**src/rtl/core/hric_pkg.sv**
```systemverilog
package hric_pkg;

   localparam int unsigned TIMER_BITS_DEFAULT = 16;
   localparam int unsigned CFG_BITS           = 16;
   localparam int unsigned CSR_DATA_BITS      = 32;
   localparam int unsigned CSR_ADDR_BITS      = 4;
   localparam int unsigned STATUS_BITS        = 6;
   localparam int unsigned NUM_PULSES         = 3;

   localparam int unsigned PULSE_SPEED1 = 0;
   localparam int unsigned PULSE_SPEED2 = 1;
   localparam int unsigned PULSE_RESET  = 2;

   localparam logic [CFG_BITS-1:0] LINK_TIMEOUT_RESET   = 16'd500;
   localparam logic [CFG_BITS-1:0] PULSE_LENGTH_RESET   = 16'd200;
   localparam logic [CFG_BITS-1:0] STATUS_INTERVAL_RESET = 16'd200;
   localparam logic [CFG_BITS-1:0] BLINK_HALF_RESET     = 16'd250;

   typedef enum logic [1:0] {
      REG_LINK_TIMEOUT    = 2'd0,
      REG_PULSE_LENGTH    = 2'd1,
      REG_STATUS_INTERVAL = 2'd2,
      REG_BLINK_HALF      = 2'd3
   } reg_index_type;

   typedef enum logic [2:0] {
      CMD_NONE   = 3'd0,
      CMD_UP     = 3'd1,
      CMD_DOWN   = 3'd2,
      CMD_SPEED1 = 3'd3,
      CMD_SPEED2 = 3'd4,
      CMD_RST    = 3'd5
   } cmd_type;

   typedef enum logic [1:0] {
      DIR_NONE = 2'd0,
      DIR_UP   = 2'd1,
      DIR_DOWN = 2'd2
   } dir_type;

   typedef struct packed {
      logic [CFG_BITS-1:0] link_timeout_ms;
      logic [CFG_BITS-1:0] pulse_length_ms;
      logic [CFG_BITS-1:0] status_interval_ms;
      logic [CFG_BITS-1:0] blink_half_period_ms;
   } cfg_type;

   typedef struct packed {
      logic       packet_valid;
      logic [2:0] packet_command;
      logic       packet_hold;
      logic       packet_emergency;
      logic       packet_end_travel;
      logic       button_up;
      logic       button_down;
      logic       motor_feedback;
      logic       emergency_feedback;
      logic       speed1_feedback;
      logic       speed2_feedback;
      logic       brake_switch;
   } item_type;

   typedef struct packed {
      logic                   drive_up;
      logic                   drive_down;
      logic                   speed1_pulse;
      logic                   speed2_pulse;
      logic                   reset_pulse;
      logic                   emergency_out;
      logic                   end_travel_out;
      logic                   status_send;
      logic [STATUS_BITS-1:0] status_word;
      logic                   link_led;
   } result_type;

endpackage

```
**src/rtl/core/hric_core.sv**
```systemverilog
module hric_core #(
   parameter int unsigned TIMER_BITS = hric_pkg::TIMER_BITS_DEFAULT
) (
   input  logic                 clock,
   input  logic                 reset,
   input  logic                 step,
   input  hric_pkg::cfg_type    cfg,
   input  hric_pkg::item_type   item,
   output hric_pkg::result_type result
);
   import hric_pkg::*;

   localparam int unsigned CMP_BITS = (TIMER_BITS > CFG_BITS) ? TIMER_BITS : CFG_BITS;

   logic [TIMER_BITS-1:0] link_idle_count_ff, link_idle_count_in;
   logic                  hold_active_ff, hold_active_in;
   dir_type               hold_direction_ff, hold_direction_in;
   logic                  remote_emergency_ff, remote_emergency_in;
   logic                  remote_end_travel_ff, remote_end_travel_in;
   logic [NUM_PULSES-1:0] pulse_active_ff, pulse_active_in;
   logic [TIMER_BITS-1:0] pulse_elapsed_ff [NUM_PULSES];
   logic [TIMER_BITS-1:0] pulse_elapsed_in [NUM_PULSES];
   logic [TIMER_BITS-1:0] status_elapsed_ff, status_elapsed_in;
   logic [STATUS_BITS-1:0] last_status_ff, last_status_in;
   logic [TIMER_BITS-1:0] blink_elapsed_ff, blink_elapsed_in;
   logic                  blink_phase_ff, blink_phase_in;

   logic                   lost;
   logic                   permitted;
   logic [STATUS_BITS-1:0] word;
   logic                   send;
   logic                   led;
   logic                   up;
   logic                   down;
   logic [TIMER_BITS-1:0]  blink_base;

   function automatic logic [TIMER_BITS-1:0] sat_inc(input logic [TIMER_BITS-1:0] v);
      return (v == {TIMER_BITS{1'b1}}) ? v : v + TIMER_BITS'(1);
   endfunction

   function automatic logic reached(input logic [TIMER_BITS-1:0] count,
                                    input logic [CFG_BITS-1:0] limit);
      return CMP_BITS'(count) >= CMP_BITS'(limit);
   endfunction

   always_comb begin
      // link watchdog
      if (item.packet_valid || item.button_up || item.button_down) begin
         link_idle_count_in = '0;
      end else begin
         link_idle_count_in = sat_inc(link_idle_count_ff);
      end
      lost = reached(link_idle_count_in, cfg.link_timeout_ms);

      hold_active_in       = hold_active_ff;
      hold_direction_in    = hold_direction_ff;
      remote_emergency_in  = remote_emergency_ff;
      remote_end_travel_in = remote_end_travel_ff;
      if (lost) begin
         hold_active_in       = 1'b0;
         hold_direction_in    = DIR_NONE;
         remote_emergency_in  = 1'b0;
         remote_end_travel_in = 1'b0;
      end

      pulse_active_in = pulse_active_ff;
      for (int k = 0; k < NUM_PULSES; k++) begin
         pulse_elapsed_in[k] = pulse_active_ff[k] ? sat_inc(pulse_elapsed_ff[k])
                                                  : pulse_elapsed_ff[k];
      end

      // remote packet
      if (item.packet_valid) begin
         remote_emergency_in  = item.packet_emergency;
         remote_end_travel_in = item.packet_end_travel;
         hold_active_in       = 1'b0;
         hold_direction_in    = DIR_NONE;
         case (cmd_type'(item.packet_command))
            CMD_UP: begin
               if (item.packet_hold) begin
                  hold_active_in    = 1'b1;
                  hold_direction_in = DIR_UP;
               end
            end
            CMD_DOWN: begin
               if (item.packet_hold) begin
                  hold_active_in    = 1'b1;
                  hold_direction_in = DIR_DOWN;
               end
            end
            CMD_SPEED1: begin
               pulse_active_in[PULSE_SPEED2] = 1'b0;
               pulse_active_in[PULSE_SPEED1] = 1'b1;
               pulse_elapsed_in[PULSE_SPEED1] = '0;
            end
            CMD_SPEED2: begin
               pulse_active_in[PULSE_SPEED1] = 1'b0;
               pulse_active_in[PULSE_SPEED2] = 1'b1;
               pulse_elapsed_in[PULSE_SPEED2] = '0;
            end
            CMD_RST: begin
               pulse_active_in[PULSE_RESET] = 1'b1;
               pulse_elapsed_in[PULSE_RESET] = '0;
            end
            default: ;
         endcase
      end

      // motion gating; local buttons only when no remote hold
      permitted = !lost && !remote_emergency_in && !item.emergency_feedback &&
                  !item.brake_switch && item.motor_feedback;
      up   = 1'b0;
      down = 1'b0;
      if (permitted && hold_active_in && hold_direction_in == DIR_UP) begin
         up = 1'b1;
      end else if (permitted && hold_active_in && hold_direction_in == DIR_DOWN) begin
         down = 1'b1;
      end else if (!hold_active_in && !lost) begin
         if (item.button_up) begin
            up = 1'b1;
         end else if (item.button_down) begin
            down = 1'b1;
         end
      end

      for (int k = 0; k < NUM_PULSES; k++) begin
         if (pulse_active_in[k] && reached(pulse_elapsed_in[k], cfg.pulse_length_ms)) begin
            pulse_active_in[k] = 1'b0;
         end
      end

      // status word
      word = {item.brake_switch, item.speed2_feedback, item.speed1_feedback,
              item.emergency_feedback, item.motor_feedback, !lost};
      status_elapsed_in = sat_inc(status_elapsed_ff);
      send = reached(status_elapsed_in, cfg.status_interval_ms) || (word != last_status_ff);
      last_status_in = last_status_ff;
      if (send) begin
         status_elapsed_in = '0;
         last_status_in    = word;
      end

      // link LED
      blink_base = blink_elapsed_ff;
      if (!lost) begin
         blink_elapsed_in = '0;
         blink_phase_in   = 1'b0;
         led              = 1'b1;
      end else begin
         blink_phase_in = blink_phase_ff;
         if (reached(blink_elapsed_ff, cfg.blink_half_period_ms)) begin
            blink_phase_in = !blink_phase_ff;
            blink_base     = '0;
         end
         led              = !blink_phase_in;
         blink_elapsed_in = sat_inc(blink_base);
      end

      result.drive_up       = up;
      result.drive_down     = down;
      result.speed1_pulse   = pulse_active_in[PULSE_SPEED1];
      result.speed2_pulse   = pulse_active_in[PULSE_SPEED2];
      result.reset_pulse    = pulse_active_in[PULSE_RESET];
      result.emergency_out  = lost || remote_emergency_in;
      result.end_travel_out = remote_end_travel_in;
      result.status_send    = send;
      result.status_word    = word;
      result.link_led       = led;
   end

   always_ff @(posedge clock) begin
      if (reset) begin
         link_idle_count_ff   <= '0;
         hold_active_ff       <= 1'b0;
         hold_direction_ff    <= DIR_NONE;
         remote_emergency_ff  <= 1'b0;
         remote_end_travel_ff <= 1'b0;
         pulse_active_ff      <= '0;
         for (int k = 0; k < NUM_PULSES; k++) begin
            pulse_elapsed_ff[k] <= '0;
         end
         status_elapsed_ff    <= '0;
         last_status_ff       <= '0;
         blink_elapsed_ff     <= '0;
         blink_phase_ff       <= 1'b0;
      end else if (step) begin
         link_idle_count_ff   <= link_idle_count_in;
         hold_active_ff       <= hold_active_in;
         hold_direction_ff    <= hold_direction_in;
         remote_emergency_ff  <= remote_emergency_in;
         remote_end_travel_ff <= remote_end_travel_in;
         pulse_active_ff      <= pulse_active_in;
         for (int k = 0; k < NUM_PULSES; k++) begin
            pulse_elapsed_ff[k] <= pulse_elapsed_in[k];
         end
         status_elapsed_ff    <= status_elapsed_in;
         last_status_ff       <= last_status_in;
         blink_elapsed_ff     <= blink_elapsed_in;
         blink_phase_ff       <= blink_phase_in;
      end
   end

   a_hold_has_direction: assert property (@(posedge clock) disable iff (reset)
      hold_active_ff |-> (hold_direction_ff == DIR_UP || hold_direction_ff == DIR_DOWN))
      else $error("hold latched without a direction");

   a_speed_exclusive: assert property (@(posedge clock) disable iff (reset)
      !(pulse_active_ff[PULSE_SPEED1] && pulse_active_ff[PULSE_SPEED2]))
      else $error("speed1 and speed2 pulses both running");

   a_one_direction: assert property (@(posedge clock) disable iff (reset)
      step |-> !(result.drive_up && result.drive_down))
      else $error("up and down driven together");

endmodule

```
**src/rtl/core/hoist_remote_interlock_controller.sv**
```systemverilog
// channel  | handshake            | payload
// ---------+----------------------+-----------------------------------------------
// req      | req_valid/req_stall  | one millisecond tick: packet, buttons, feedbacks
// rsp      | rsp_valid/rsp_stall  | drive, pulse, emergency, status word, LED
// csr      | APB, pready tied high| four 16-bit timing registers at 4*i
//
// One tick is accepted per clock while req_stall is low; its result is registered in the output buffer.
// Results leave through the output register; a two-beat output buffer
// keeps ticks flowing while a result waits, and req_stall rises only when
// both of its entries are full.
// Synchronous reset clears all timers, latches and buffer valids; the
// registers return to 500/200/200/250 ms.
module hoist_remote_interlock_controller #(
   parameter int unsigned TIMER_BITS = hric_pkg::TIMER_BITS_DEFAULT
) (
   input  logic                               clock,
   input  logic                               reset,

   input  logic                               req_valid,
   output logic                               req_stall,
   input  logic                               req_packet_valid,
   input  logic [2:0]                         req_packet_command,
   input  logic                               req_packet_hold,
   input  logic                               req_packet_emergency,
   input  logic                               req_packet_end_travel,
   input  logic                               req_button_up,
   input  logic                               req_button_down,
   input  logic                               req_motor_feedback,
   input  logic                               req_emergency_feedback,
   input  logic                               req_speed1_feedback,
   input  logic                               req_speed2_feedback,
   input  logic                               req_brake_switch,

   output logic                               rsp_valid,
   input  logic                               rsp_stall,
   output logic                               rsp_drive_up,
   output logic                               rsp_drive_down,
   output logic                               rsp_speed1_pulse,
   output logic                               rsp_speed2_pulse,
   output logic                               rsp_reset_pulse,
   output logic                               rsp_emergency_out,
   output logic                               rsp_end_travel_out,
   output logic                               rsp_status_send,
   output logic [hric_pkg::STATUS_BITS-1:0]   rsp_status_word,
   output logic                               rsp_link_led,

   input  logic                               psel,
   input  logic                               penable,
   input  logic                               pwrite,
   input  logic [hric_pkg::CSR_ADDR_BITS-1:0] paddr,
   input  logic [hric_pkg::CSR_DATA_BITS-1:0] pwdata,
   output logic [hric_pkg::CSR_DATA_BITS-1:0] prdata,
   output logic                               pready
);
   import hric_pkg::*;

   cfg_type       cfg_ff;
   reg_index_type reg_index;
   logic          csr_write;

   item_type      item;
   result_type    result;
   logic          accept;
   logic          take;

   logic          main_valid_ff, main_valid_in;
   result_type    main_ff, main_in;
   logic          skid_valid_ff, skid_valid_in;
   result_type    skid_ff, skid_in;

   // configuration registers
   assign pready    = 1'b1;
   assign reg_index = reg_index_type'(paddr[CSR_ADDR_BITS-1:2]);
   assign csr_write = psel && penable && pwrite && pready;

   always_ff @(posedge clock) begin
      if (reset) begin
         cfg_ff.link_timeout_ms      <= LINK_TIMEOUT_RESET;
         cfg_ff.pulse_length_ms      <= PULSE_LENGTH_RESET;
         cfg_ff.status_interval_ms   <= STATUS_INTERVAL_RESET;
         cfg_ff.blink_half_period_ms <= BLINK_HALF_RESET;
      end else if (csr_write) begin
         unique case (reg_index)
            REG_LINK_TIMEOUT:    cfg_ff.link_timeout_ms      <= pwdata[CFG_BITS-1:0];
            REG_PULSE_LENGTH:    cfg_ff.pulse_length_ms      <= pwdata[CFG_BITS-1:0];
            REG_STATUS_INTERVAL: cfg_ff.status_interval_ms   <= pwdata[CFG_BITS-1:0];
            REG_BLINK_HALF:      cfg_ff.blink_half_period_ms <= pwdata[CFG_BITS-1:0];
            default: ;
         endcase
      end
   end

   always_comb begin
      unique case (reg_index)
         REG_LINK_TIMEOUT:    prdata = CSR_DATA_BITS'(cfg_ff.link_timeout_ms);
         REG_PULSE_LENGTH:    prdata = CSR_DATA_BITS'(cfg_ff.pulse_length_ms);
         REG_STATUS_INTERVAL: prdata = CSR_DATA_BITS'(cfg_ff.status_interval_ms);
         REG_BLINK_HALF:      prdata = CSR_DATA_BITS'(cfg_ff.blink_half_period_ms);
         default:             prdata = '0;
      endcase
   end

   // tick processing
   assign item.packet_valid       = req_packet_valid;
   assign item.packet_command     = req_packet_command;
   assign item.packet_hold        = req_packet_hold;
   assign item.packet_emergency   = req_packet_emergency;
   assign item.packet_end_travel  = req_packet_end_travel;
   assign item.button_up          = req_button_up;
   assign item.button_down        = req_button_down;
   assign item.motor_feedback     = req_motor_feedback;
   assign item.emergency_feedback = req_emergency_feedback;
   assign item.speed1_feedback    = req_speed1_feedback;
   assign item.speed2_feedback    = req_speed2_feedback;
   assign item.brake_switch       = req_brake_switch;

   assign req_stall = skid_valid_ff;
   assign accept    = req_valid && !req_stall;
   assign rsp_valid = main_valid_ff;
   assign take      = main_valid_ff && !rsp_stall;

   hric_core #(
      .TIMER_BITS(TIMER_BITS)
   ) u_core (
      .clock  (clock),
      .reset  (reset),
      .step   (accept),
      .cfg    (cfg_ff),
      .item   (item),
      .result (result)
   );

   // two-entry output buffer; skid entry fills only while the main beat is held
   always_comb begin
      main_valid_in = main_valid_ff;
      main_in       = main_ff;
      skid_valid_in = skid_valid_ff;
      skid_in       = skid_ff;
      if (take || !main_valid_ff) begin
         if (skid_valid_ff) begin
            main_valid_in = 1'b1;
            main_in       = skid_ff;
            skid_valid_in = 1'b0;
         end else begin
            main_valid_in = accept;
            main_in       = result;
         end
      end else if (accept) begin
         skid_valid_in = 1'b1;
         skid_in       = result;
      end
   end

   always_ff @(posedge clock) begin
      if (reset) begin
         main_valid_ff <= 1'b0;
         skid_valid_ff <= 1'b0;
      end else begin
         main_valid_ff <= main_valid_in;
         skid_valid_ff <= skid_valid_in;
      end
   end

   always_ff @(posedge clock) begin
      main_ff <= main_in;
      skid_ff <= skid_in;
   end

   assign rsp_drive_up       = main_ff.drive_up;
   assign rsp_drive_down     = main_ff.drive_down;
   assign rsp_speed1_pulse   = main_ff.speed1_pulse;
   assign rsp_speed2_pulse   = main_ff.speed2_pulse;
   assign rsp_reset_pulse    = main_ff.reset_pulse;
   assign rsp_emergency_out  = main_ff.emergency_out;
   assign rsp_end_travel_out = main_ff.end_travel_out;
   assign rsp_status_send    = main_ff.status_send;
   assign rsp_status_word    = main_ff.status_word;
   assign rsp_link_led       = main_ff.link_led;

   a_skid_behind_main: assert property (@(posedge clock) disable iff (reset)
      skid_valid_ff |-> main_valid_ff)
      else $error("skid entry full while main entry empty");

   a_skid_fill_on_stall: assert property (@(posedge clock) disable iff (reset)
      $rose(skid_valid_ff) |-> $past(main_valid_ff && rsp_stall))
      else $error("skid entry filled without a held result");

   a_accept_reaches_output: assert property (@(posedge clock) disable iff (reset)
      (accept && !main_valid_ff) |=> main_valid_ff)
      else $error("accepted tick did not reach the output register");

endmodule

```
**config.mk**
```make
export PLATFORM = sky130hd
export DESIGN_NAME = hoist_remote_interlock_controller
export DESIGN_NICKNAME = d
export VERILOG_FILES = /design/src/rtl/core/hric_pkg.sv /design/src/rtl/core/hric_core.sv /design/src/rtl/core/hoist_remote_interlock_controller.sv
export SDC_FILE = /design/constraint.sdc
export NUM_CORES = 1
export LEC_CHECK = 0
export BUFFER_PORTS_ARGS = -buffer_cell sky130_fd_sc_hd__buf_4
export CAP_MARGIN = 20
export CORE_MARGIN = 8
export CORE_UTILIZATION = 38
export CTS_BUF_LIST = sky130_fd_sc_hd__clkbuf_8
export CTS_CLUSTER_DIAMETER = 50
export CTS_CLUSTER_SIZE = 30
export DETAILED_ROUTE_END_ITERATION = 16
export REMOVE_ABC_BUFFERS = 1
export SYNTH_ARGS = -nofsm -noshare
export SYNTH_HDL_FRONTEND = slang
export SYNTH_HIERARCHICAL = 1
export SYNTH_SLANG_ARGS = --single-unit
```
**constraint.sdc**
```tcl
create_clock -name clock -period 5.2 [get_ports clock]
set_clock_uncertainty 0.1 [all_clocks]
set_input_delay 0 -clock clock [delete_from_list [all_inputs] [get_ports clock]]
set_output_delay 0 -clock clock [all_outputs]
set_load 0.02 [all_outputs]
```
==> results of run 1 <==
==> power by group through the flow <==
| stage | Sequential, uW | Combinational [uW] | Clock (uW) |
|---|---|---|---|
| after global routing | 1780 | 455 | 1650 |
| after global placement | 1810 | 380 | 0 |
| after CTS | 1770 | 413 | 1590 |
| final | 1770 | 413 | 1550 |
| after detailed placement | 1810 | 388 | 0 |
| after floorplan | 1810 | 226 | 0 |
==> cell type report <==
class	count	share of cell area [%]
Multi-Input combinational cell	1098	50.1
Clock inverter	22	1.80
Sequential cell	207	32.4
Tap cell	455	3.75
Inverter	93	2.33
Clock buffer	31	2.81
Antenna cell	1	0.0165
Timing Repair Buffer	124	6.81
==> layer usage <==
metal / track usage [%] / part of all wire (%) / vias up
met4: 3.70 / 1.9 / 0
met1: 24.0 / 47 / 5253
met2: 28.9 / 47 / 255
met3: 2.01 / 3.8 / 53
li1: - / - / 5391
met5: 0 / 0 / -
==> worst reg2reg max path: cells and delay by family (launching register included) <==
kind / cells / cell delay [ns]
AOI/OAI and AO/OA: 4 / 1.12
adders and majority gates: 2 / 0.57
xor gates and xnor gates: 1 / 0.16
muxes: 1 / 0.19
DFF: 1 / 0.44
and+or+nand+nor: 8 / 2.06
buffers and inverters: 1 / 0.14
==> registers in the layout (all words and copies together) (netlist names), 2 cells and up <==
name and cells:
u_core/pulse_active_ff 3, cfg_ff 64, rsp_status_word 6, u_core/link_idle_count_ff 16
u_core/hold_direction_ff 2, u_core/pulse_elapsed_ff 48, skid_ff 15, u_core/blink_elapsed_ff 16
u_core/last_status_ff 6, u_core/status_elapsed_ff 16
==> per-stage QoR <==
| stage | area, um2 | worst slack [ns] |
|---|---|---|
| floorplan | 12900 | 0.723 |
| global placement | 14100 | 0.548 |
| detailed placement | 14100 | 0.416 |
| CTS | 15200 | 0.305 |
| global route | 15200 | 0.0421 |
| finish | 15200 | 0.296 |
==> logic make-up after synthesis <==
family	after synthesis	share of synthesized area, %
flops	207	37.1
xor+xnor	58	3.82
compound gates	242	11.8
mux	105	9.59
fa+ha+maj	102	9.60
simple gates	574	21.9
other cells	2	0.0565
buf+inv	178	6.24
==> placed cells by master (no fill, tap or decap), drive strengths merged, types with 5 or more instances in the layout <==
| cell | instances |
|---|---|
| a21o | 26 |
| a21oi | 54 |
| a31oi | 21 |
| a32o | 8 |
| a41oi | 6 |
| and2 | 10 |
| and3 | 18 |
| and4 | 8 |
| buf | 84 |
| clkbuf | 31 |
| clkinv | 6 |
| conb | 17 |
| dfxtp | 129 |
| dlygate4sd3 | 40 |
| edfxtp | 78 |
| ha | 102 |
| inv | 104 |
| mux2 | 18 |
| mux2i | 71 |
| mux4 | 16 |
| nand2 | 98 |
| nand2b | 70 |
| nand3 | 46 |
| nand3b | 5 |
| nand4 | 40 |
| nor2 | 189 |
| nor2b | 22 |
| nor3 | 24 |
| nor3b | 6 |
| nor4 | 15 |
| o211ai | 10 |
| o21a | 5 |
| o21ai | 65 |
| o22ai | 8 |
| o31ai | 6 |
| or3 | 9 |
| xnor2 | 33 |
| xor2 | 25 |
==> synthesized netlist by cell type (9+ instances only) <==
| library cell | n |
|---|---|
| nand4_1 | 40 |
| nor4_1 | 11 |
| nor2_1 | 189 |
| xnor2_1 | 33 |
| o211ai_1 | 10 |
| buf_2 | 12 |
| mux2_2 | 18 |
| nor3_1 | 22 |
| inv_1 | 91 |
| and3_1 | 17 |
| a21o_1 | 26 |
| edfxtp_1 | 78 |
| a31oi_1 | 21 |
| and2_1 | 9 |
| or3_1 | 9 |
| mux4_2 | 16 |
| dfxtp_1 | 129 |
| nand2_1 | 97 |
| o21ai_0 | 62 |
| buf_4 | 28 |
| xor2_1 | 25 |
| clkbuf_1 | 39 |
| ha_1 | 102 |
| mux2i_1 | 71 |
| nor2b_1 | 22 |
| a21oi_1 | 54 |
| nand2b_1 | 70 |
| nand3_1 | 45 |
==> final timing paths <==
| path | slack [ns] | start | to |
|---|---|---|---|
| worst min register to register | 0.37 | u_core/status_elapsed_ff[10]$_SDFFE_PP0P_ | u_core/status_elapsed_ff[10]$_SDFFE_PP0P_ |
| worst max-delay path | 0.30 | u_core/link_idle_count_ff[0]$_SDFFE_PP0P_ | rsp_drive_down$_DFFE_PP_ |
| worst min-delay path | 0.09 | rsp_stall | skid_ff[7]$_DFFE_PP_ |
| worst max register to register | 0.30 | u_core/link_idle_count_ff[0]$_SDFFE_PP0P_ | rsp_drive_down$_DFFE_PP_ |
==> timing repair <==
item / 4_1_cts / 5_1_grt
setup endpoints to repair: 0 / 2
resized for setup: 0 / 1
hold buffers: 40 / 0
hold endpoints to repair: 125 / 0
==> run summary, run 1 <==
## Worst setup path
* **cell type with the highest occurrence count on the critical path** ha_1
* **nature of the critical path endpoint** flip-flop
* **Top Family by Delay on Critical Path** simple AND/OR/NAND/NOR gates
* **logic depth of the worst path, buffers included** 17
* **endpoint required time on the critical path** 5.55 ns
* **Slowest cell on crit path** or4_4
* **cells along the critical path** ha_1, nand3_1, nor4_2, and3_1, nor3b_1, xnor2_1, nor2_1, ha_1, and2_1, a221oi_2, o21ai_1, a211o_2, clkinv_4, nand2_4, or4_4, o31ai_2, mux2_2
* **critical path's largest stage delay** 0.51 ns
* **Register-to-Register Path Depth** 17
* **buffers plus inverters on the worst setup path** 1
* **kind of start point of the critical path** flip-flop
* **largest fanout on the critical path** 9
* **Worst Path Arrival** 5.25 ns
* **classification of the worst setup path** reg2reg

## Synthesis
* **cells after synthesis** 1468
* **cell taking the most area after synthesis** dfxtp_1
* **number of storage elements in the synthesis netlist** 207
* **number of flops mapped to enable cells by yosys** 78
* **Cell Area, Synth** 13300 um2
* **sequential share of the synthesized area** 37.1%
* **share of synthesized registers carrying an async set or reset** 0%
* **area share of the largest cell type after synthesis** 19.4%
* **count of different cell masters after synthesis** 78
* **synthesis warning total** 6
* **top cells by area in the synthesized netlist** dfxtp_1, edfxtp_1, ha_1
* **Post-Synthesis Mean Instance Area** 9.05 um2
* **leading register cell type out of synthesis** dfxtp_1

## STA
* **final cycle utilization of the critical path** 94.3%
* **Final Hold Fails** 0
* **Highest Clock Rate** 0.204 GHz
* **worst hold-check slack** 0.0934 ns
* **Period minus WS final** 4.90 ns
* **transition at the pin with the smallest max-transition slack** 1.07 ns
* **Setup-failing EPs final** 0
* **final count of pins violating max slew** 0
* **relative slew slack** 28.4%
* **setup repair after global routing missed its margin** no
* **Fin Setup TNS** 0 ns

## Detailed routing
* **first-pass iteration count of the detailed router** 5
* **ratio of routed vias to standard cells** 5.39
* **wirelength, routed** 36700 um
* **Initial DRC Count** 712
* **vias post-DR** 11.0k
* **number of nets still failing antenna checks after routing** 0
* **drt drc** 0
* **wire length per cell** 18.1 um

## Finish
* **multi-input logic area** 7600 um2
* **filler instances** 3364
* **share of the core filled with cells in the final layout** 44.1%
* **layout net count** 1712
* **non-filler instance count after layout** 2031
* **register area** 4920 um2
* **Layout Area Growth over Synthesis** 14.3%
* **share of layout cells above drive strength 1** 12.5%

## Floorplan
* **die outline area** 41200 um2
* **Starting Density** 38.6%
* **total number of placement rows** 68
* **die height** 203 um
* **placeable core region** 34500 um2
* **Die Width** 203 um
* **number of top-level pins** 107

## CTS
* **root cell of the clock tree** clkbuf_8
* **total number of clock tree sinks** 207
* **Setup Buffers After CTS** 0
* **source-to-sink clock delay at the later pin of the worst-skew pair** 0.58 ns
* **maximum number of buffers from clock root to sink** 3
* **H-tree depth** 1
* **TritonCTS clock tree** done
* **CTS Buf Count** 29
* **clock transition at the register clock pins on the worst setup and hold paths after CTS** 0.09 ns

## Power
* **leakage power total** 0.00621 uW
* **power share of the clock group** 41.5%
* **post-route total power** 3740 uW
* **Gate power share** 11.1%
* **switching fraction of total power** 27.8%
* **total power divided by cell area** 246 nW/um2
* **maximum vdd ir drop** 0.154 mV
* **internal power of the cells** 2700 uW
* **power spent charging and discharging nets** 1040 uW
* **Flop pwr share** 47.4%

## Worst hold path
* **worst hold stages** 2
* **worst hold path type** in2reg

## Global route
* **sum of overflow across all layers after global routing** 0
* **initial antenna violation count** 1
* **first-pass GRT wire length** 58900 um
* **combined global-route utilization of all metal layers** 17.4%
* **via count of the first global-routing pass** 10.8k
* **maximum number of pins on one net before global-route repair** 94

## Placement
* **number of placed instances with taps included** 1935
* **port bufs** 71
* **half-perimeter wire length after detailed placement** 26400 um
* **gp weighted congestion** 0.827

## Flow run
* **max-capacitance violation count** 0

## Run status
* **outcome** finished clean

Note: power is estimated with default switching activity, not from simulation.
==> run 2, diff against run 1 <==
Settings changed: CAP_MARGIN 20 to default, CTS_BUF_LIST sky130_fd_sc_hd__clkbuf_8 to sky130_fd_sc_hd__clkbuf_16, SETUP_SLACK_MARGIN from default to 0.3.
==> run 2 against run 1 <==
Compared with the run above: die area is the same; non-clock buffer count shrank 1; cell count is essentially flat; flip-flop and latch count is the same; sequential power is essentially flat; via count is essentially flat; core utilization grew 0.91 points; register-to-register slack gained 0.22 ns; critical endpoint unchanged; global-route usage grew 0.11 points; fmax grew 4.7%; critical path type unchanged; sequential share of layout area shrank 0.65 points; setup slack gained 0.22 ns.
==> run summary, run 2 (synthesis results as in run 1) <==
## Run status
* **outcome** finished clean

## STA
* **final cycle utilization of the critical path** 90.1%, -4.2 points
* **Setup-failing EPs final** 0, unchanged
* **relative slew slack** 25.4%, -3.0 points
* **Fin Setup TNS** 0 ns, unchanged
* **Final Hold Fails** 0, unchanged
* **transition at the pin with the smallest max-transition slack** 1.12 ns, +0.0448 ns
* **Highest Clock Rate** 0.213 GHz, +4.7%
* **final count of pins violating max slew** 0, unchanged
* **setup repair after global routing missed its margin** no
* **Period minus WS final** 4.68 ns, -0.219 ns

## Floorplan
* **placeable core region** 34500 um2, unchanged
* **die outline area** 41200 um2, unchanged
* **Starting Density** 38.6%, unchanged
* **number of top-level pins** 107, unchanged
* **Die Width** 203 um, unchanged
* **total number of placement rows** 68, unchanged
* **die height** 203 um, unchanged

## Finish
* **Layout Area Growth over Synthesis** 16.6%
* **number of flip-flops in the largest register** 64, unchanged
* **layout net count** 1711, -0.058%
* **largest registers** cfg_ff x64, u_core/pulse_elapsed_ff x48
* **non-filler instance count after layout** 2030, -0.049%
* **commonest non-fill, non-tap cells in the layout** nor2_1, dfxtp_1, ha_1
* **Largest Register** cfg_ff
* **most common cell after layout, fill and taps aside** nor2_1
* **share of layout cells above drive strength 1** 12.5%, about the same

## Placement
* **gp weighted congestion** 0.827, unchanged
* **number of placed instances with taps included** 1935, unchanged
* **port bufs** 71, unchanged
* **half-perimeter wire length after detailed placement** 26400 um, unchanged

## Worst setup path
* **Worst Path Arrival** 5.00 ns, -0.25 ns
* **classification of the worst setup path** reg2reg
* **kind of start point of the critical path** flip-flop
* **endpoint required time on the critical path** 5.51 ns, -0.04 ns
* **nature of the critical path endpoint** flip-flop
* **largest fanout on the critical path** 9, unchanged

## Detailed routing
* **vias post-DR** 11.0k, +0.027%
* **wire length per cell** 18.2 um, +0.59%
* **number of nets still failing antenna checks after routing** 0, unchanged
* **Initial DRC Count** 712, unchanged
* **drt drc** 0, unchanged
* **wirelength, routed** 36900 um, +0.54%
* **ratio of routed vias to standard cells** 5.40, about the same
* **first-pass iteration count of the detailed router** 5, unchanged

## Global route
* **via count of the first global-routing pass** 10.8k, +0.17%
* **first-pass GRT wire length** 59200 um, +0.48%
* **maximum number of pins on one net before global-route repair** 94, unchanged
* **combined global-route utilization of all metal layers** 17.5%, +0.11 points
* **initial antenna violation count** 1, unchanged
* **sum of overflow across all layers after global routing** 0, unchanged

## Flow run
* **max-capacitance violation count** 0, unchanged

## Power
* **leakage power total** 0.00636 uW, +2.4%
* **maximum vdd ir drop** 0.266 mV, +73%
* **total power divided by cell area** 273 nW/um2, +11%

## CTS
* **H-tree depth** 1, unchanged
* **maximum number of buffers from clock root to sink** 3, unchanged
* **CTS Buf Count** 29, unchanged
* **clock transition at the register clock pins on the worst setup and hold paths after CTS** 0.06 ns, -0.03 ns
* **total number of clock tree sinks** 207, unchanged
* **root cell of the clock tree** clkbuf_16
* **source-to-sink clock delay at the later pin of the worst-skew pair** 0.55 ns, -0.03 ns
* **TritonCTS clock tree** done

## Worst hold path
* **worst hold path type** in2reg

run 2: report_power, final:
group | switching [uW] | internal [uW]
logic | 242 | 170
clock network | 822 | 1230
registers | 39.9 | 1730
run 2: final timing paths:
kind	from	end	slack (ns)	depth (start not counted)
setup / recovery	u_core/link_idle_count_ff[0]$_SDFFE_PP0P_	rsp_drive_down$_DFFE_PP_	0.52	17
hold / removal	paddr[2]	cfg_ff[24]$_SDFFE_PP0P_	0.05	3
setup reg to reg	u_core/link_idle_count_ff[0]$_SDFFE_PP0P_	rsp_drive_down$_DFFE_PP_	0.52	17
hold reg to reg	u_core/status_elapsed_ff[10]$_SDFFE_PP0P_	u_core/status_elapsed_ff[10]$_SDFFE_PP0P_	0.37	2
run 2: layer usage:
layer  global-route usage (%)  up-vias  wire length, um  share of wire, %
li1                         -     5389                -                 -
met1                     24.0     5239            17200                47
met2                     29.2      276            17400                47
met3                     2.15       51             1620               4.4
met4                     3.78        0              715               1.9
met5                        0        -                0                 0
run 2: layout make-up:
| type | instances | area (um2) |
|---|---|---|
| clock inverters | 23 | 250 |
| multi-input cells | 1098 | 7620 |
| flip-flops and latches | 207 | 4920 |
| diodes | 1 | 2.50 |
| well taps | 455 | 569 |
| clock buffers | 30 | 751 |
| repair buffers | 123 | 1020 |
| inverters | 93 | 354 |
| fillers | 3317 | 19000 |
run 2: through the flow:
stage | util, % | hold WS, ns | area [um2] | worst slack, ns | power [uW]
4_1_cts | 44.9 | 0.0376 | 15500 | 0.320 | 4280
2_1_floorplan | - | -0.0309 | 12900 | 0.723 | 2030
6_report | 45.0 | 0.0537 | 15500 | 0.516 | 4230
3_5_place_dp | 40.8 | 0.118 | 14100 | 0.416 | 2200
5_1_grt | 45.0 | 0.0553 | 15500 | 0.296 | 4400
3_3_place_gp | 40.8 | 0.114 | 14100 | 0.548 | 2190
run 2: repair_timing:
action,CTS,global route
gates resized for setup,0,6
endpoints found under the setup margin,0,11
endpoints found under the hold margin,110,0
hold buffers,40,0
buffers inserted,0,1
run 2: worst max-delay path, cell delays in order (launching register included):
cell	delay, ns
dfxtp_1	0.43
ha_1	0.26
nand3_2	0.17
nor4_4	0.40
nand3_1	0.14
and3_1	0.22
xnor2_1	0.20
nor2_1	0.07
ha_1	0.33
a21o_1	0.20
a221oi_2	0.22
o21ai_1	0.17
a211o_2	0.44
clkinv_4	0.13
nand2_4	0.06
or4_4	0.51
o31ai_2	0.30
mux2_2	0.19
==> run 3, diff against run 2 <==
Settings changed: PLACE_DENSITY from default to 0.58.
==> run 3 against run 2 <==
Compared with the run above: count of clock-buffer cells in the layout is 1 higher; fmax is 1.1% higher; global-route usage is 0.35 points lower; design area is 0.41% higher; die area stayed put; clock power is 2% lower.
==> run summary, run 3 (synthesis results as in run 1) <==
## STA
* **setup repair after global routing missed its margin** no
* **final count of pins violating max slew** 0, unchanged
* **Setup-failing EPs final** 0, unchanged
* **final cycle utilization of the critical path** 89.1%, -1.0 points
* **Final Hold Fails** 0, unchanged
* **Period minus WS final** 4.63 ns, -0.0526 ns
* **Highest Clock Rate** 0.216 GHz, +1.1%
* **transition at the pin with the smallest max-transition slack** 0.952 ns, -0.163 ns
* **relative slew slack** 36.2%, +11 points
* **Fin Setup TNS** 0 ns, unchanged

## Floorplan
* **die height** 203 um, unchanged
* **total number of placement rows** 68, unchanged
* **number of top-level pins** 107, unchanged
* **die outline area** 41200 um2, unchanged
* **Die Width** 203 um, unchanged
* **placeable core region** 34500 um2, unchanged
* **Starting Density** 38.6%, unchanged

## Power
* **Flop pwr share** 42.2%, +0.3 points
* **internal power of the cells** 3070 uW, -1.8%
* **power share of the clock group** 47.9%, -0.5 points
* **power spent charging and discharging nets** 1130 uW, +2.0%
* **maximum vdd ir drop** 0.230 mV, -14%
* **leakage power total** 0.00639 uW, +0.44%
* **switching fraction of total power** 26.8%, +0.74 points
* **Gate power share** 9.9%, +0.2 points
* **total power divided by cell area** 270 nW/um2, -1.2%

## CTS
* **total number of clock tree sinks** 207, unchanged
* **source-to-sink clock delay at the later pin of the worst-skew pair** 0.56 ns, about the same
* **clock transition at the register clock pins on the worst setup and hold paths after CTS** 0.07 ns, about the same
* **CTS Buf Count** 30, +3.4%
* **maximum number of buffers from clock root to sink** 3, unchanged
* **TritonCTS clock tree** done
* **root cell of the clock tree** clkbuf_16
* **H-tree depth** 1, unchanged

## Flow run
* **max-capacitance violation count** 0, unchanged

## Global route
* **combined global-route utilization of all metal layers** 17.2%, -0.35 points
* **sum of overflow across all layers after global routing** 0, unchanged
* **via count of the first global-routing pass** 10.7k, -1.3%
* **first-pass GRT wire length** 57700 um, -2.6%
* **initial antenna violation count** 0, -1
* **maximum number of pins on one net before global-route repair** 63, -33%

## Worst setup path
* **endpoint required time on the critical path** 5.51 ns, about the same
* **kind of start point of the critical path** flip-flop
* **Register-to-Register Path Depth** 17, unchanged
* **largest fanout on the critical path** 9, unchanged
* **nature of the critical path endpoint** flip-flop
* **beginning of the worst register-to-register path** u_core/link_idle_count_ff[0]$_SDFFE_PP0P_
* **worst reg2reg path endpoint** rsp_drive_down$_DFFE_PP_
* **Worst Path Arrival** 4.94 ns, -0.06 ns
* **Reg2Reg Setup Slack** 0.57 ns, +0.05 ns
* **classification of the worst setup path** reg2reg

## Finish
* **antenna fix cells** 0, -1
* **number of flip-flops in the largest register** 64, unchanged
* **commonest non-fill, non-tap cells in the layout** nor2_1, dfxtp_1, ha_1
* **largest registers** cfg_ff x64, u_core/pulse_elapsed_ff x48
* **Layout Area Growth over Synthesis** 17.1%
* **Largest Register** cfg_ff
* **share of layout cells above drive strength 1** 12.8%, +0.29 points
* **layout net count** 1720, +0.53%
* **most common cell after layout, fill and taps aside** nor2_1
* **non-filler instance count after layout** 2040, +0.49%

## Detailed routing
* **first-pass iteration count of the detailed router** 5, unchanged
* **wirelength, routed** 36500 um, -1.1%
* **drt drc** 0, unchanged
* **vias post-DR** 11.0k, +0.72%
* **ratio of routed vias to standard cells** 5.41, +0.23%
* **number of nets still failing antenna checks after routing** 0, unchanged
* **Initial DRC Count** 594, -17%
* **wire length per cell** 17.9 um, -1.6%

## Placement
* **half-perimeter wire length after detailed placement** 26500 um, +0.31%
* **number of placed instances with taps included** 1937, +0.10%
* **gp weighted congestion** 0.829, +0.23%
* **port bufs** 71, unchanged

## Worst hold path
* **critical hold path startpoint** paddr[2]
* **hold worst-path end** cfg_ff[24]$_SDFFE_PP0P_
* **worst hold stages** 3, unchanged
* **worst hold path type** in2reg

## Run status
* **outcome** finished clean

-- run 3: changes by cell type in the layout (fill, tap and decap cells not counted), moves of 2 or more --
cell           change
bufinv_16          -2
clkinv_2           +4
inv_6              +4
clkinv_1           -2
dlygate4sd3_1      +6
-- run 3: power groups by stage --
stage               Clock (uW)  Combinational, uW  Sequential [uW]
finish                    2010                417             1770
global route              2120                459             1780
CTS                       2050                419             1770
detailed placement           0                390             1810
global placement             0                385             1810
floorplan                    0                226             1810
-- run 3: worst max-delay path, cell delays in order, from the launching register on --
cell and delay (ns):
dfxtp_1 0.43, ha_1 0.22, nand3_1 0.21, nor4_4 0.37, nand3_2 0.21, and3_1 0.26
xnor2_1 0.15, nor2_1 0.06, ha_1 0.32, a21o_1 0.20, a221oi_2 0.23, o21ai_1 0.13
a211o_2 0.41, clkinv_4 0.13, nand2_4 0.06, or4_4 0.51, o31ai_2 0.28, mux2_2 0.20
-- run 3: routing by layer --
layer	vias to the layer above	GRT usage [%]	share of wire, %
li1	5410	-	-
met1	5293	22.3	46
met2	252	28.2	46
met3	79	2.79	4.5
met4	0	6.63	3.8
met5	-	0	0
-- run 3: metrics by stage --
| step | power, uW | hold WS [ns] | instance area, um2 | worst slack (ns) | util [%] |
|---|---|---|---|---|---|
| final | 4200 | 0.0410 | 15600 | 0.568 | 45.2 |
| after global routing | 4360 | 0.0544 | 15600 | 0.336 | 45.2 |
| after CTS | 4240 | 0.0224 | 15500 | 0.333 | 45.1 |
| after detailed placement | 2200 | 0.120 | 14100 | 0.398 | 40.9 |
| after global placement | 2190 | 0.116 | 14100 | 0.516 | 40.9 |
| after floorplan | 2030 | -0.0309 | 12900 | 0.723 | - |
-- run 3: worst max-delay path by stage --
stage | startpoint | end | slack (ns)
after floorplan | req_stall$_SDFFE_PP0P_ | u_core/link_idle_count_ff[1]$_SDFFE_PP0P_ | 0.72
after global placement | u_core/link_idle_count_ff[0]$_SDFFE_PP0P_ | rsp_drive_down$_DFFE_PP_ | 0.52
after detailed placement | u_core/link_idle_count_ff[0]$_SDFFE_PP0P_ | rsp_drive_down$_DFFE_PP_ | 0.40
after CTS | u_core/link_idle_count_ff[0]$_SDFFE_PP0P_ | u_core/remote_emergency_ff$_SDFFE_PP0P_ | 0.33
after global routing | u_core/link_idle_count_ff[0]$_SDFFE_PP0P_ | rsp_drive_down$_DFFE_PP_ | 0.34
final | u_core/link_idle_count_ff[0]$_SDFFE_PP0P_ | rsp_drive_down$_DFFE_PP_ | 0.57
-- run 3: repair_timing --
action / in CTS / in global routing
endpoints found under the hold margin: 105 / 0
gates resized for setup: 0 / 4
buffers inserted: 0 / 1
hold buffers: 46 / 0
endpoints found under the setup margin: 0 / 10
-- run 3: final cells by class --
class	instances	area, um2
fill	3323	18900
clock inverter	25	214
clock buffer	31	776
multi-input combinational	1098	7610
timing repair buffer	131	1110
tap	455	569
sequential	207	4920
inverter	93	354
